[config.mk]
export PLATFORM = sky130hd
export DESIGN_NAME = gbsa_ctrl
export DESIGN_NICKNAME = d
export VERILOG_FILES = /design/src/hdl/gbsa_pkg.sv /design/src/hdl/gbsa_ctrl.sv
export SDC_FILE = /design/constraint.sdc
export NUM_CORES = 1
export LEC_CHECK = 0
export BUFFER_PORTS_ARGS = -buffer_cell sky130_fd_sc_hd__buf_2
export CORE_UTILIZATION = 40
export DETAILED_ROUTE_END_ITERATION = 8
export PLACE_DENSITY_LB_ADDON = 0.1
export SLEW_MARGIN = 20
export SYNTH_ARGS = -nofsm -noshare
export SYNTH_HDL_FRONTEND = slang
export SYNTH_SLANG_ARGS = --single-unit
[constraint.sdc]
create_clock -name clk -period 5.4 [get_ports clk]
set_clock_uncertainty 0.05 [all_clocks]
set_input_delay 0.54 -clock clk [delete_from_list [all_inputs] [get_ports clk]]
set_output_delay 0.54 -clock clk [all_outputs]
set_load 0.05 [all_outputs]
[src/hdl/gbsa_pkg.sv]
// Shared constants, types and command/status structs for the buffer split allocator.
`default_nettype none
package gbsa_pkg;
	localparam int MAX_CHANNELS = 64;
	localparam int CH_W = $clog2(MAX_CHANNELS);
	localparam int CNT_W = 7;
	localparam int DATA_W = 32;
	localparam int SPL_W = DATA_W + 1;
	localparam int SUM_W = DATA_W + CH_W + 1;
	localparam logic [DATA_W-1:0] BUDGET_RST = 32'd41943040;
	localparam logic [CNT_W-1:0] COUNT_RST = 7'd64;
	localparam logic [DATA_W-1:0] MIN_BUFFER = 32'd16;
	localparam logic [DATA_W-1:0] ALIGN_MASK = ~32'd7;

	typedef enum logic {
		REG_BUDGET = 1'b0,
		REG_COUNT  = 1'b1
	} reg_idx_t;

	typedef enum logic [1:0] {
		RD_CH   = 2'd0,
		RD_IDX  = 2'd1,
		RD_PICK = 2'd2
	} rd_sel_t;

	typedef enum logic [1:0] {
		DIV_A = 2'd0,
		DIV_B = 2'd1,
		DIV_C = 2'd2
	} div_op_t;

	typedef struct packed {
		logic    in_ready;
		logic    take_item;
		rd_sel_t rd_sel;
		logic    tot_wr;
		logic    init_wr;
		logic    upd_wr;
		logic    idx_clr;
		logic    idx_inc;
		logic    sum_clr;
		logic    max_clr;
		logic    max_cmp;
		logic    pick_idx;
		logic    pk_load;
		logic    pk_inc;
		logic    div_start;
		logic    div_take;
		div_op_t div_op;
		logic    out_load;
		logic    clear_valid;
	} ctrl_cmd_t;

	typedef struct packed {
		logic idx_last;
		logic sum_ge;
		logic best_zero;
		logic size_nz;
		logic div_done;
		logic out_taken;
	} dp_status_t;
endpackage
`default_nettype wire

[src/hdl/gbsa_ctrl.sv]
// Controller state machine sequencing loads, the split loop and result emission.
`default_nettype none
module gbsa_ctrl import gbsa_pkg::*; (
	input  wire logic       clk,
	input  wire logic       arst_n,
	input  wire logic       item_valid,
	input  wire logic       item_mode,
	input  wire dp_status_t sts,
	output ctrl_cmd_t       cmd
);
	typedef enum logic [22:0] {
		S_IDLE    = 23'd1 << 0,
		S_LD_RD   = 23'd1 << 1,
		S_LD_WR   = 23'd1 << 2,
		S_INIT_RD = 23'd1 << 3,
		S_INIT_WR = 23'd1 << 4,
		S_CHECK   = 23'd1 << 5,
		S_MAX_RD  = 23'd1 << 6,
		S_MAX_CMP = 23'd1 << 7,
		S_MAX_END = 23'd1 << 8,
		S_NZ_RD   = 23'd1 << 9,
		S_NZ_CMP  = 23'd1 << 10,
		S_PK_RD   = 23'd1 << 11,
		S_PK_LD   = 23'd1 << 12,
		S_DIV_A   = 23'd1 << 13,
		S_WAIT_A  = 23'd1 << 14,
		S_DIV_B   = 23'd1 << 15,
		S_WAIT_B  = 23'd1 << 16,
		S_DIV_C   = 23'd1 << 17,
		S_WAIT_C  = 23'd1 << 18,
		S_UPD     = 23'd1 << 19,
		S_EM_RD   = 23'd1 << 20,
		S_EM_LD   = 23'd1 << 21,
		S_EM_WAIT = 23'd1 << 22
	} state_t;

	state_t state_q;
	state_t state_d;
	logic   zmode_q;
	logic   zmode_d;

	always_ff @(posedge clk or negedge arst_n) begin
		if (!arst_n) begin
			state_q <= S_IDLE;
			zmode_q <= 1'b0;
		end else begin
			state_q <= state_d;
			zmode_q <= zmode_d;
		end
	end

	always_comb begin
		cmd = '0;
		cmd.rd_sel = RD_IDX;
		cmd.div_op = DIV_B;
		state_d = state_q;
		zmode_d = zmode_q;
		case (state_q)
			S_IDLE: begin
				cmd.in_ready = 1'b1;
				if (item_valid) begin
					cmd.take_item = 1'b1;
					if (item_mode) begin
						cmd.idx_clr = 1'b1;
						cmd.sum_clr = 1'b1;
						state_d = S_INIT_RD;
					end else begin
						state_d = S_LD_RD;
					end
				end
			end
			S_LD_RD: begin
				cmd.rd_sel = RD_CH;
				state_d = S_LD_WR;
			end
			S_LD_WR: begin
				cmd.tot_wr = 1'b1;
				state_d = S_IDLE;
			end
			S_INIT_RD: state_d = S_INIT_WR;
			S_INIT_WR: begin
				cmd.init_wr = 1'b1;
				if (sts.idx_last) begin
					state_d = S_CHECK;
				end else begin
					cmd.idx_inc = 1'b1;
					state_d = S_INIT_RD;
				end
			end
			S_CHECK: begin
				cmd.idx_clr = 1'b1;
				if (sts.sum_ge) begin
					cmd.max_clr = 1'b1;
					state_d = S_MAX_RD;
				end else begin
					state_d = S_EM_RD;
				end
			end
			S_MAX_RD: state_d = S_MAX_CMP;
			S_MAX_CMP: begin
				cmd.max_cmp = 1'b1;
				if (sts.idx_last) begin
					state_d = S_MAX_END;
				end else begin
					cmd.idx_inc = 1'b1;
					state_d = S_MAX_RD;
				end
			end
			S_MAX_END: begin
				zmode_d = 1'b0;
				if (sts.best_zero) begin
					cmd.idx_clr = 1'b1;
					state_d = S_NZ_RD;
				end else begin
					state_d = S_PK_RD;
				end
			end
			S_NZ_RD: state_d = S_NZ_CMP;
			S_NZ_CMP: begin
				// No split shrinks anything: jump the first nonzero channel ahead.
				if (sts.size_nz) begin
					cmd.pick_idx = 1'b1;
					zmode_d = 1'b1;
					state_d = S_PK_RD;
				end else if (sts.idx_last) begin
					cmd.idx_clr = 1'b1;
					state_d = S_EM_RD;
				end else begin
					cmd.idx_inc = 1'b1;
					state_d = S_NZ_RD;
				end
			end
			S_PK_RD: begin
				cmd.rd_sel = RD_PICK;
				state_d = S_PK_LD;
			end
			S_PK_LD: begin
				cmd.pk_load = 1'b1;
				cmd.pk_inc = !zmode_q;
				state_d = zmode_q ? S_DIV_A : S_DIV_B;
			end
			S_DIV_A: begin
				cmd.div_op = DIV_A;
				cmd.div_start = 1'b1;
				state_d = S_WAIT_A;
			end
			S_WAIT_A: begin
				cmd.div_op = DIV_A;
				if (sts.div_done) begin
					cmd.div_take = 1'b1;
					state_d = S_DIV_B;
				end
			end
			S_DIV_B: begin
				cmd.div_op = DIV_B;
				cmd.div_start = 1'b1;
				state_d = S_WAIT_B;
			end
			S_WAIT_B: begin
				cmd.div_op = DIV_B;
				if (sts.div_done) begin
					cmd.div_take = 1'b1;
					state_d = S_DIV_C;
				end
			end
			S_DIV_C: begin
				cmd.div_op = DIV_C;
				cmd.div_start = 1'b1;
				state_d = S_WAIT_C;
			end
			S_WAIT_C: begin
				cmd.div_op = DIV_C;
				if (sts.div_done) begin
					cmd.div_take = 1'b1;
					state_d = S_UPD;
				end
			end
			S_UPD: begin
				cmd.upd_wr = 1'b1;
				state_d = S_CHECK;
			end
			S_EM_RD: state_d = S_EM_LD;
			S_EM_LD: begin
				cmd.out_load = 1'b1;
				state_d = S_EM_WAIT;
			end
			S_EM_WAIT: begin
				if (sts.out_taken) begin
					if (sts.idx_last) begin
						cmd.clear_valid = 1'b1;
						state_d = S_IDLE;
					end else begin
						cmd.idx_inc = 1'b1;
						state_d = S_EM_RD;
					end
				end
			end
			default: state_d = S_IDLE;
		endcase
	end
endmodule
`default_nettype wire

==> flow_metrics.py, run 1 <==
metrics = {
    "run_status": {
        "status": "complete, no violations",
    },
    "logic_synthesis": {
        "synth.avg_cell_area_um2": 9.38,
        "synth_edf_count": 0,
        "ys_seq_area_share_pct": 36.9,
        "synthesis.nets": 184,
        "yosys_register_bits": 24,
        "synthDistinctLibCells": 49,
        "synth_flop_cell": "dfrtp_1",
        "synth-async-reset-ratio_pct": 100,
        "syn_inst": 174,
        "syn_area_um2": 1630,
        "ys_warn_count": 0,
    },
    "pwr": {
        "ir_worst_vdd_mv": 0.151,
        "p_per_area_nw_per_um2": 350,
        "clock_power_share_pct": 17.3,
        "p_leak_uw": 0.000967,
        "switching_share_pct": 46.1,
        "switchingPower_uw": 300,
        "internal_power_uw": 351,
        "comb_power_share_pct": 48.3,
        "p_seq_share_pct": 34.4,
    },
    "sta": {
        "relSlewSlack_pct": 63.7,
        "period_needed_ns": 3.23,
        "fmax_ghz": 0.310,
        "finalSetupTns_ns": 0,
        "worstMarginPinSlew_ns": 0.545,
        "layout_setup_ws_ns": 2.17,
        "hold_viol": 0,
        "final.period_utilization_pct": 59.8,
        "drv_slew": 0,
        "rsz0062_at_grt": "no",
        "finalSetupViolCount": 0,
    },
    "worst_setup_path": {
        "path_cells": "nor4_4 -> nand4b_4 -> nor2_1 -> nand4b_1 -> nor2_1 -> nand2_1 -> nand4_1 -> buf_2",
        "cp_max_fo": 9,
        "critPathCaptureType": "output port",
        "critPathMostFrequentCell": "nor2_1",
        "cp-start-kind": "flip-flop",
        "critPathSlowestCell": "dfrtp_1",
        "crit_arrival_ns": 2.64,
        "critPathMaxStageDelay_ns": 0.48,
        "critical_path_class": "flip-flop to output port",
        "required_ns": 4.81,
        "rr_worst_depth": 7,
    },
    "floorplanning": {
        "die_w_um": 65.9,
        "coreArea_um2": 3800,
        "start_util_pct": 43.0,
        "floorplan.rows": 22,
        "io-pin-count": 31,
        "fp.dieH_um": 65.9,
        "dieArea_um2": 4340,
    },
    "clock_tree": {
        "clock_path_buffers": 2,
        "cts_buffers": 3,
        "htreeDepth": 1,
        "path_clk_slew_ns": 0.09,
        "postCtsSetupRepairBufs": 0,
        "clock_latency_ns": 0.27,
        "root_buffer": "clkbuf_8",
        "cts_tree": "yes",
        "cts_hold_buf": 0,
        "cts-resized-gates": 0,
        "cts.sinks": 24,
    },
    "route": {
        "drtAntennaViolNets": 0,
        "firstDrtPassIters": 4,
        "wl_per_cell_um": 15.3,
        "drt-total-wl_um": 3830,
        "drt_iter0_drc": 93,
        "num_vias": 1417,
        "route.detailed.drc": 0,
        "viasPerCell": 5.65,
    },
    "placed_design": {
        "dp_slack_ns": 2.49,
        "gp_congestion": 0.861,
        "post-dp-hpwl_um": 3010,
        "placed_area_um2": 1810,
        "io_buffers": 30,
    },
    "finish": {
        "synthToLayoutAreaGrowth_pct": 13.8,
        "final_layout_size_suffix_gt1_share_pct": 24.6,
        "most-common-layout-cells": "buf_2 (30), dfrtp_1 (23), nand2_1 (19), nor2_1 (18), inv_1 (12)",
        "design_area_um2": 1860,
        "layout_commonest_cell": "buf_2",
        "layout.area.seq_um2": 602,
        "antenna_cells": 0,
        "multiInputGateArea_um2": 955,
        "fill_cells": 382,
        "nets": 214,
    },
    "grt": {
        "gr-total-overflow": 0,
        "antenna_found_initial": 0,
        "grt_usage_pct": 19.6,
        "grt_first_pass_wirelength_um": 6420,
        "grt_pass1_vias": 1354,
        "grt_start_max_net_pins": 25,
    },
    "job": {
        "cap_viol_max_count": 0,
    },
    "hold_path": {
        "hp-class": "primary input to asynchronous set/reset pin",
    },
}
per-stage QoR:
stage / hold WS [ns] / utilization [%] / total power [uW] / instances
5_1_grt: 0.235 / 48.9 / 692 / 251
6_report: 0.188 / 48.9 / 651 / 251
4_1_cts: 0.226 / 48.9 / 655 / 251
2_1_floorplan: 0.194 / - / 482 / 174
3_3_place_gp: 0.427 / 47.7 / 537 / 247
3_5_place_dp: 0.439 / 47.7 / 541 / 247
registers in the layout, indices dropped and copies added (netlist names):
register,flops
state_q,23
zmode_q,1
cell usage after synthesis, drive strengths merged, types with 2 or more instances:
cell type	n	area (um^2)
buf	5	30.0
o21ai	3	15.0
o22ai	2	18.8
dfrtp	23	576
xor2	4	35.0
nor3	12	76.3
inv	12	45.0
nor4	10	159
and2	4	25.0
nand3	5	30.0
nor4b	3	26.3
nand4	4	25.0
nand3b	2	15.0
xnor2	3	26.3
and3	5	41.3
nor3b	4	30.0
a21o	2	15.0
nand2b	3	18.8
a21oi	4	20.0
a22oi	2	15.0
nand2	19	71.3
nor2	19	78.8
nand4b	8	85.1
power groups by stage:
stage | registers (uW) | clock network (uW) | logic (uW)
after floorplan | 222 | 0 | 260
after global placement | 225 | 0 | 311
after detailed placement | 227 | 0 | 314
after CTS | 224 | 116 | 315
after global routing | 227 | 125 | 339
final | 224 | 113 | 314
routing by layer:
metal / up-vias / global-route usage, % / part of all wire [%]
met2: 37 / 32.1 / 49
met1: 690 / 26.4 / 46
met3: 5 / 2.76 / 4.0
li1: 685 / - / -
met5: - / 0 / 0
met4: 0 / 5.71 / 1.1
worst max-delay path, delay by kind of cell, from the launching register on:
family,cells,cell delay [ns]
simple gates,7,1.60
flops,1,0.48
buf+inv,1,0.27
cell type report:
| cell class | count | share of cell area, % |
|---|---|---|
| Multi-Input combinational cell | 133 | 51.4 |
| Tap cell | 48 | 3.23 |
| Timing Repair Buffer | 30 | 8.09 |
| Clock buffer | 4 | 2.43 |
| Inverter | 12 | 2.43 |
| Sequential cell | 24 | 32.4 |
logic make-up after synthesis:
logic type	share of synthesized area, %
AOI/OAI and AO/OA	8.82
xor gates and xnor gates	3.76
buffers and inverters	4.60
DFF	36.9
and+or+nand+nor	45.9
final timing paths:
path | slack, ns | startpoint | endpoint
setup / recovery | 2.17 | state_q[17]$_DFFE_PN0P_ | cmd[13]
hold / removal | 0.19 | arst_n | state_q[17]$_DFFE_PN0P_
setup reg to reg | 3.02 | state_q[17]$_DFFE_PN0P_ | state_q[20]$_DFFE_PN0P_
hold reg to reg | 0.45 | zmode_q$_DFFE_PN0P_ | zmode_q$_DFFE_PN0P_
max in group asynchronous | 4.73 | arst_n | state_q[0]$_DFFE_PN1P_
min in group clk | 0.40 | sts[3] | state_q[11]$_DFFE_PN0P_
(Power assumes the default switching activity.)
==> run 2, diff against run 1 <==
ABC_AREA = 1   (was not set)
clock period = 2.7 ns   (was 5.4 ns; I/O delays follow)
==> run 2 against run 1 <==
Clock-buffer cell count fell by 1. Total power rose by 120%. Combinational power rose by 110%. Non-clock buffer count rose by 1. Highest routed layer unchanged. Final cell count rose by 34%. First-iteration DRC count fell by 37%. Critical path type unchanged. Via count rose by 15%. Sequential power rose by 88%. Synthesized cell count rose by 45%. Hold slack got worse by 0.045 ns. Core utilization rose by 0.89 points.
==> flow_metrics.py, run 2 <==
metrics = {
    "floorplanning": {
        "fp.dieH_um": 67.4,
        "coreArea_um2": 4060,
        "dieArea_um2": 4550,
        "floorplan.rows": 23,
        "start_util_pct": 42.2,
        "io-pin-count": 31,
        "die_w_um": 67.4,
    },
    "finish": {
        "layout.area.seq_um2": 602,
        "nets": 297,
        "top_regs": "state_q (23), zmode_q (1)",
        "most-common-layout-cells": "inv_1 (48), nor2_1 (46), nand2_1 (44), buf_2 (29), nand3_1 (25)",
        "fill_cells": 444,
        "layout_commonest_cell": "inv_1",
        "synthToLayoutAreaGrowth_pct": 17.9,
        "final_layout_size_suffix_gt1_share_pct": 26.2,
        "fin_util_pct": 49.8,
        "largest_reg_flops": 23,
        "multiInputGateArea_um2": 937,
        "antenna_cells": 0,
        "top_register": "state_q",
        "design_area_um2": 2020,
    },
    "placed_design": {
        "post-dp-hpwl_um": 3310,
        "placed_area_um2": 1930,
        "gp_congestion": 0.826,
        "io_buffers": 30,
        "dp_slack_ns": 0.515,
    },
    "sta": {
        "finalSetupViolCount": 0,
        "fmax_ghz": 0.407,
        "rsz0062_at_grt": "no",
        "relSlewSlack_pct": 63.5,
        "layout_setup_ws_ns": 0.244,
        "hold_viol": 0,
        "drv_slew": 0,
        "final.period_utilization_pct": 90.9,
        "worstMarginPinSlew_ns": 0.548,
        "finalSetupTns_ns": 0,
        "period_needed_ns": 2.46,
    },
    "grt": {
        "grt_start_max_net_pins": 25,
        "grt_pass1_vias": 1409,
        "grt_first_pass_wirelength_um": 6600,
        "antenna_found_initial": 0,
        "gr-total-overflow": 0,
        "grt_usage_pct": 19.8,
    },
    "logic_synthesis": {
        "syn_area_um2": 1710,
        "synth_commonest_cells": "inv_1 (48), nor2_1 (48), nand2_1 (44)",
        "synthesis.nets": 262,
        "synthDistinctLibCells": 26,
        "ys_warn_count": 0,
        "synth_top_cell_by_area": "dfrtp_1",
        "synth_flop_cell": "dfrtp_1",
        "syn_inst": 252,
        "ys_seq_area_share_pct": 35.1,
        "yosysTopAreaCellShare_pct": 33.6,
        "synth_edf_count": 0,
        "synth.top_cells.by_area": "dfrtp_1 (34%), inv_1 (11%), nor2_1 (11%)",
        "yosys_register_bits": 24,
        "synth.avg_cell_area_um2": 6.80,
        "synth-async-reset-ratio_pct": 100,
    },
    "clock_tree": {
        "cts_tree": "yes",
        "clock_latency_ns": 0.27,
        "root_buffer": "clkbuf_8",
        "htreeDepth": 1,
        "path_clk_slew_ns": 0.09,
        "clock_path_buffers": 2,
        "cts_buffers": 3,
        "cts.sinks": 24,
        "postCtsSetupRepairBufs": 0,
    },
    "worst_setup_path": {
        "cp-start-kind": "flip-flop",
        "critical_path_class": "flip-flop to output port",
        "critPathCaptureType": "output port",
        "cp_max_fo": 11,
        "crit_path_start": "state_q[18]$_DFFE_PN0P_",
        "required_ns": 2.38,
        "r2r-start": "state_q[18]$_DFFE_PN0P_",
        "crit_arrival_ns": 2.14,
    },
    "hold_path": {
        "hp-class": "primary input to flip-flop",
        "hp-start": "item_mode",
    },
    "route": {
        "drt_iter0_drc": 59,
        "drt-total-wl_um": 4080,
        "firstDrtPassIters": 4,
        "route.detailed.drc": 0,
        "num_vias": 1626,
        "wl_per_cell_um": 12.1,
        "drtAntennaViolNets": 0,
        "viasPerCell": 4.84,
    },
    "pwr": {
        "ir_worst_vdd_mv": 0.259,
        "p_per_area_nw_per_um2": 700,
        "p_leak_uw": 0.00117,
    },
    "run_status": {
        "status": "complete, no violations",
    },
    "job": {
        "cap_viol_max_count": 0,
    },
}
## run 2: changes by cell type after synthesis, moves of 5 or more
| cell | change |
|---|---|
| inv_1 | +36 |
| nor2_1 | +30 |
| nand2_1 | +25 |
| nand3_1 | +21 |
| nor2_2 | +15 |
| nand4b_1 | -7 |
| nand2_2 | +6 |
| nor4_4 | -6 |
| o21ai_0 | +5 |
## run 2: worst paths after layout
| check | to | slack (ns) | depth (start not counted) |
|---|---|---|---|
| setup / recovery | cmd[13] | 0.24 | 10 |
| hold / removal | state_q[1]$_DFFE_PN0P_ | 0.14 | 2 |
| setup reg to reg | state_q[6]$_DFFE_PN0P_ | 0.88 | 7 |
| hold reg to reg | state_q[13]$_DFFE_PN0P_ | 0.49 | 2 |
| max in group asynchronous | state_q[0]$_DFFE_PN1P_ | 1.77 | 2 |
| min in group asynchronous | state_q[7]$_DFFE_PN0P_ | 0.46 | 2 |
## run 2: metrics by stage
stage / hold slack (ns) / total power (uW) / cells
after floorplan: -0.0756 / 966 / 252
after global placement: 0.248 / 1100 / 331
after detailed placement: 0.245 / 1100 / 331
after CTS: 0.145 / 1430 / 336
after global routing: 0.148 / 1520 / 336
final: 0.143 / 1410 / 336
## run 2: cell type report
type	count	share of cell area, %
clock buffers	3	2.04
clock inverters	1	1.49
inverters	49	9.11
multi-input cells	178	46.4
flip-flops and latches	24	29.8
well taps	50	3.10
repair buffers	31	8.05
## run 2: cells by family (layout without fill, tap and decap cells)
kind of cell	after synthesis	after routing	synth area share, %
compound gates	16	16	5.55
buf+inv	50	84	11.4
flops	24	24	35.1
simple gates	162	162	47.9
## run 2: routing by layer
metal / wire, um / GRT usage, %
met5: 0 / 0
met4: 77 / 6.65
met3: 125 / 2.36
met2: 1830 / 30.3
met1: 2050 / 28.6
## run 2: repair_timing
action	4_1_cts	5_1_grt
setup endpoints to repair	0	1
endpoints found under the hold margin	23	0
resized for setup	0	2
hold buffers	1	0
## run 2: critical path, stage by stage (launching register included)
cell	delay [ns]
dfrtp_1	0.42
nor2_2	0.13
nand2_1	0.15
nor2_4	0.24
nand2_4	0.16
nor2_4	0.15
inv_1	0.07
nor2_2	0.09
nand2_1	0.08
o2111ai_1	0.08
buf_2	0.29
## run 2: power breakdown
group          internal, uW  switching [uW]  leakage [uW]
Sequential              395            26.3      0.000325
Combinational           187             483      0.000813
Clock                   198             125     0.0000357
